### src/hdl/lcs_pkg.sv
// shared constants, codes and controller/datapath interface types for the lcs block
// no dependencies; used by lcs_ctrl, lcs_dp and lcs_length_and_traceback_unit
`default_nettype none

package lcs_pkg;

	localparam int MAX_LEN = 64;
	localparam int IDX_W   = $clog2(MAX_LEN);
	localparam int CNT_W   = $clog2(MAX_LEN + 1);
	localparam int SYM_W   = 8;
	localparam int FUNC_W  = 2;
	localparam int ADDR_W  = 2 * IDX_W;

	localparam logic [FUNC_W-1:0] FUNC_LOAD_FIRST  = 2'd0;
	localparam logic [FUNC_W-1:0] FUNC_LOAD_SECOND = 2'd1;
	localparam logic [FUNC_W-1:0] FUNC_COMPUTE     = 2'd2;

	typedef enum logic [3:0] {
		ST_IDLE,
		ST_FILL,
		ST_FILL_DRAIN,
		ST_CHECK,
		ST_TB_RD,
		ST_TB_EV,
		ST_EM_RD,
		ST_EM_LD,
		ST_EMPTY
	} state_t;

	typedef struct packed {
		logic load_first;
		logic load_second;
		logic fill_start;
		logic fill_issue;
		logic tb_start;
		logic tb_step;
		logic em_start;
		logic em_load;
		logic empty_load;
	} ctrl_cmd_t;

	typedef struct packed {
		logic seq_empty;
		logic fill_last;
		logic len_zero;
		logic tb_done;
		logic em_last;
		logic out_free;
	} dp_status_t;

endpackage

`default_nettype wire

### src/hdl/lcs_ctrl.sv
// sequencing state machine: load, table fill, traceback, emit
// depends on lcs_pkg
`default_nettype none

module lcs_ctrl (
	input  wire logic                          clk,
	input  wire logic                          arst_n,
	input  wire logic                          in_valid,
	output logic                               in_stall,
	input  wire logic [lcs_pkg::FUNC_W-1:0]    func,
	input  wire lcs_pkg::dp_status_t           status,
	output lcs_pkg::ctrl_cmd_t                 cmd
);

	lcs_pkg::state_t state_q;
	lcs_pkg::state_t state_nxt;

	always_ff @(posedge clk or negedge arst_n) begin
		if (!arst_n) begin
			state_q <= lcs_pkg::ST_IDLE;
		end else begin
			state_q <= state_nxt;
		end
	end

	always_comb begin
		cmd       = '0;
		state_nxt = state_q;
		in_stall  = (state_q != lcs_pkg::ST_IDLE);
		case (state_q)
			lcs_pkg::ST_IDLE: begin
				if (in_valid) begin
					case (func)
						lcs_pkg::FUNC_LOAD_FIRST: begin
							cmd.load_first = 1'b1;
						end
						lcs_pkg::FUNC_LOAD_SECOND: begin
							cmd.load_second = 1'b1;
						end
						lcs_pkg::FUNC_COMPUTE: begin
							if (status.seq_empty) begin
								state_nxt = lcs_pkg::ST_EMPTY;
							end else begin
								cmd.fill_start = 1'b1;
								state_nxt      = lcs_pkg::ST_FILL;
							end
						end
						default: begin
						end
					endcase
				end
			end
			lcs_pkg::ST_FILL: begin
				cmd.fill_issue = 1'b1;
				if (status.fill_last) begin
					state_nxt = lcs_pkg::ST_FILL_DRAIN;
				end
			end
			lcs_pkg::ST_FILL_DRAIN: begin
				// last cell is in the compute stage
				state_nxt = lcs_pkg::ST_CHECK;
			end
			lcs_pkg::ST_CHECK: begin
				if (status.len_zero) begin
					state_nxt = lcs_pkg::ST_EMPTY;
				end else begin
					cmd.tb_start = 1'b1;
					state_nxt    = lcs_pkg::ST_TB_RD;
				end
			end
			lcs_pkg::ST_TB_RD: begin
				if (status.tb_done) begin
					cmd.em_start = 1'b1;
					state_nxt    = lcs_pkg::ST_EM_RD;
				end else begin
					state_nxt = lcs_pkg::ST_TB_EV;
				end
			end
			lcs_pkg::ST_TB_EV: begin
				cmd.tb_step = 1'b1;
				state_nxt   = lcs_pkg::ST_TB_RD;
			end
			lcs_pkg::ST_EM_RD: begin
				state_nxt = lcs_pkg::ST_EM_LD;
			end
			lcs_pkg::ST_EM_LD: begin
				if (status.out_free) begin
					cmd.em_load = 1'b1;
					state_nxt   = status.em_last ? lcs_pkg::ST_IDLE : lcs_pkg::ST_EM_RD;
				end
			end
			lcs_pkg::ST_EMPTY: begin
				if (status.out_free) begin
					cmd.empty_load = 1'b1;
					state_nxt      = lcs_pkg::ST_IDLE;
				end
			end
			default: begin
				state_nxt = lcs_pkg::ST_IDLE;
			end
		endcase
	end

endmodule

`default_nettype wire

### config.mk
export PLATFORM = sky130hd
export DESIGN_NAME = lcs_ctrl
export DESIGN_NICKNAME = d
export VERILOG_FILES = /design/src/hdl/lcs_pkg.sv /design/src/hdl/lcs_ctrl.sv
export SDC_FILE = /design/constraint.sdc
export NUM_CORES = 1
export LEC_CHECK = 0
export BUFFER_PORTS_ARGS = -buffer_cell sky130_fd_sc_hd__buf_2
export CAP_MARGIN = 5
export CORE_AREA = 5 5 42 44
export DETAILED_ROUTE_END_ITERATION = 10
export DIE_AREA = 0 0 47 49
export HOLD_SLACK_MARGIN = 0.12
export PLACE_DENSITY = 0.59
export SLEW_MARGIN = 15
export SYNTH_ARGS = -nofsm -noshare
export SYNTH_HDL_FRONTEND = slang
export SYNTH_SLANG_ARGS = --single-unit
### constraint.sdc
create_clock -name clk -period 2.2 [get_ports clk]
set_clock_uncertainty 0.1 [all_clocks]
set_input_delay 0.22 -clock clk [delete_from_list [all_inputs] [get_ports clk]]
set_output_delay 0.22 -clock clk [all_outputs]
set_load 0.005 [all_outputs]
==> results.ini <==
[power]
p_sw_frac = 0.416
pwr-share-comb = 0.577
seqPwrFrac = 0.264
ir_worst_vdd_uv = 346
p_leak_nw = 0.250
power_density_nw_per_um2 = 1090
p_switching_uw = 237
p_int_uw = 332
clkPwrFrac = 0.159

[final_layout]
final_net_count = 81
fin_util = 0.372
area_delta_synth_final_pct = 36.7
regMostFlops = state_q
largest_register_ffs = 4
antenna_cells = 0
largestRegisters = state_q x4
drive_gt1_frac = 0.426

[cts]
post_cts_resized = 0
post-cts-setup-buffer-count = 0
root_buffer = clkbuf_4
clock_latency_ns = 0.23
cts_tree = built
cts_made_buffers = 3
clockBufferDepth = 2
cts_max_level = 1
cts.sinks = 4
path_clk_slew_ns = 0.04
hold_buffers = 1

[worst_setup_path]
r2r_cells = 4
arrival_ns = 1.84
setup.worst_path.start_class = register
critPathMaxFanout = 10
cp-end-kind = register
timing.rr.start = state_q[0]
crit_start = state_q[0]
critPathRequiredTime_ns = 2.21
critPathKind = register to register

[detailed_routing]
route.vias.total = 431
drt_iter0_drc = 11
via_per_inst = 5.13
ant_nets = 0
wl_per_cell_um = 11.9
wl_um = 996
drt_first_pass_iters = 4
drcViolationCount = 0

[synthesis]
seq_area_frac_synth = 0.262
netlist.area_leader.share = 0.262
synth_seq_cells = 4
synth_area_leaders = dfrtp_1 (26%), mux2_4 (7.9%), nor3_1 (6.6%), nor4b_1 (4.6%), o21ai_0 (3.9%)
synth_area_um2 = 382
synth.distinct_cells = 26
synth_warnings = 0
synth_area_per_cell_um2 = 8.30
synth_nets = 57
yosys.area.top_type = dfrtp_1
synthCells = 46

[floorplanning]
row_count = 14
die_h_um = 49
die_area_um2 = 2300
io_pins = 21
coreArea_um2 = 1400
start_util = 0.272
die_w_um = 47

[timing]
rsz0062_at_grt = no
tightest_slew_ns = 0.357
fin_crit_sh = 0.830
max_freq_ghz = 0.548
finalSetupTns_ns = 0
hold_violations = 0
holdWs_ns = 0.213
slew_violations = 0
max-slew-margin-rel = 0.759
setup_violations = 0
finalCriticalPeriod_ns = 1.83

[grt]
grt_max_degree = 13
grt_overflow = 0
grt_use_total = 0.0946
antenna_found_initial = 0
grt_pass1_vias = 416
grt_first_pass_wirelength_mm = 1.68

[status]
outcome = complete, no violations

[placement]
io_buffers = 20
hpwl_um = 814
gp_congestion = 0.746

[worst_hold_path]
hold_class = input pin to asynchronous set/reset pin

[flow_run]
maxCapViolCount = 0

## critical path: stages, from the launching register on
cell	delay, ns
dfrtp_1	0.47
nor4b_1	0.41
a31oi_1	0.11
o221ai_2	0.30
mux2_4	0.33
## final timing paths
check | slack, ns | endpoint
setup reg to reg | 0.37 | state_q[0]
min in group clk | 0.25 | state_q[1]
hold reg to reg | 0.59 | state_q[1]
max in group asynchronous | 1.67 | state_q[2]
setup / recovery | 0.37 | state_q[0]
hold / removal | 0.21 | state_q[1]
## layout by cell type (no fill, tap or decap), drive strengths merged, types with 2 or more instances in the layout
master / instances
nor4b: 2
buf: 21
nand2: 3
nor4: 2
a21oi: 2
o21ai: 3
nor3: 5
dfrtp: 4
and2: 2
mux2: 2
or4: 2
nand2b: 2
inv: 2
o31ai: 2
clkbuf: 3
## cell usage after synthesis
master and number:
buf_2 1, dfrtp_1 4, a21oi_1 2, nor4_1 2, nand2b_1 2, inv_1 2
o21ai_0 3, or4_1 2, nor3_1 5, buf_6 1, mux2_4 2, o31ai_1 2
nand2_1 3, a22oi_1 1, nand4_1 1, and2_2 2, a31oi_1 1, o22ai_1 1
nor2_1 1, and3b_1 1, nand3_1 1, nor4b_1 2, clkbuf_1 1, o221ai_2 1
and4_1 1, nor3b_1 1
## stage by stage
step                      instances  total power, mW  setup WS (ns)  cell area (µm²)
after floorplan                  46            0.401          0.522              382
after global placement           80            0.479          0.350              489
after detailed placement         80            0.480          0.358              489
after CTS                        84            0.576          0.350              522
after global routing             84            0.620          0.106              522
final                            84            0.569          0.374              522
## per-layer routing
metal	track usage	wire length, µm	vias to the layer above
met4	0.0691	19	0
met2	0.136	480	13
met5	0	0	-
met3	0	40	2
met1	0.131	456	195
li1	-	-	221
## power by group through the flow
stage                     Sequential, mW  Combinational [mW]  Clock [mW]
after floorplan                    0.123               0.279           0
after global placement             0.149               0.330           0
after detailed placement           0.151               0.329           0
after CTS                          0.150               0.331      0.0954
after global routing               0.157               0.366      0.0973
final                              0.150               0.328      0.0906
## layout make-up
type | instances | area (µm²)
Sequential cell | 4 | 100
Fill cell | 163 | 880
Clock buffer | 3 | 22.5
Timing Repair Buffer | 22 | 118
Inverter | 2 | 7.51
Tap cell | 16 | 20.0
Multi-Input combinational cell | 37 | 254
## kinds of logic (layout without fill, tap and decap cells)
family,Yosys count,in the layout,synth area share
flip-flops,4,4,0.262
multiplexers,2,2,0.0787
AND/OR/NAND/NOR,24,24,0.390
AO/OA/AOI/OAI,11,11,0.197
buffers and inverters,5,27,0.0721
Note: power is estimated with default switching activity, not from simulation.
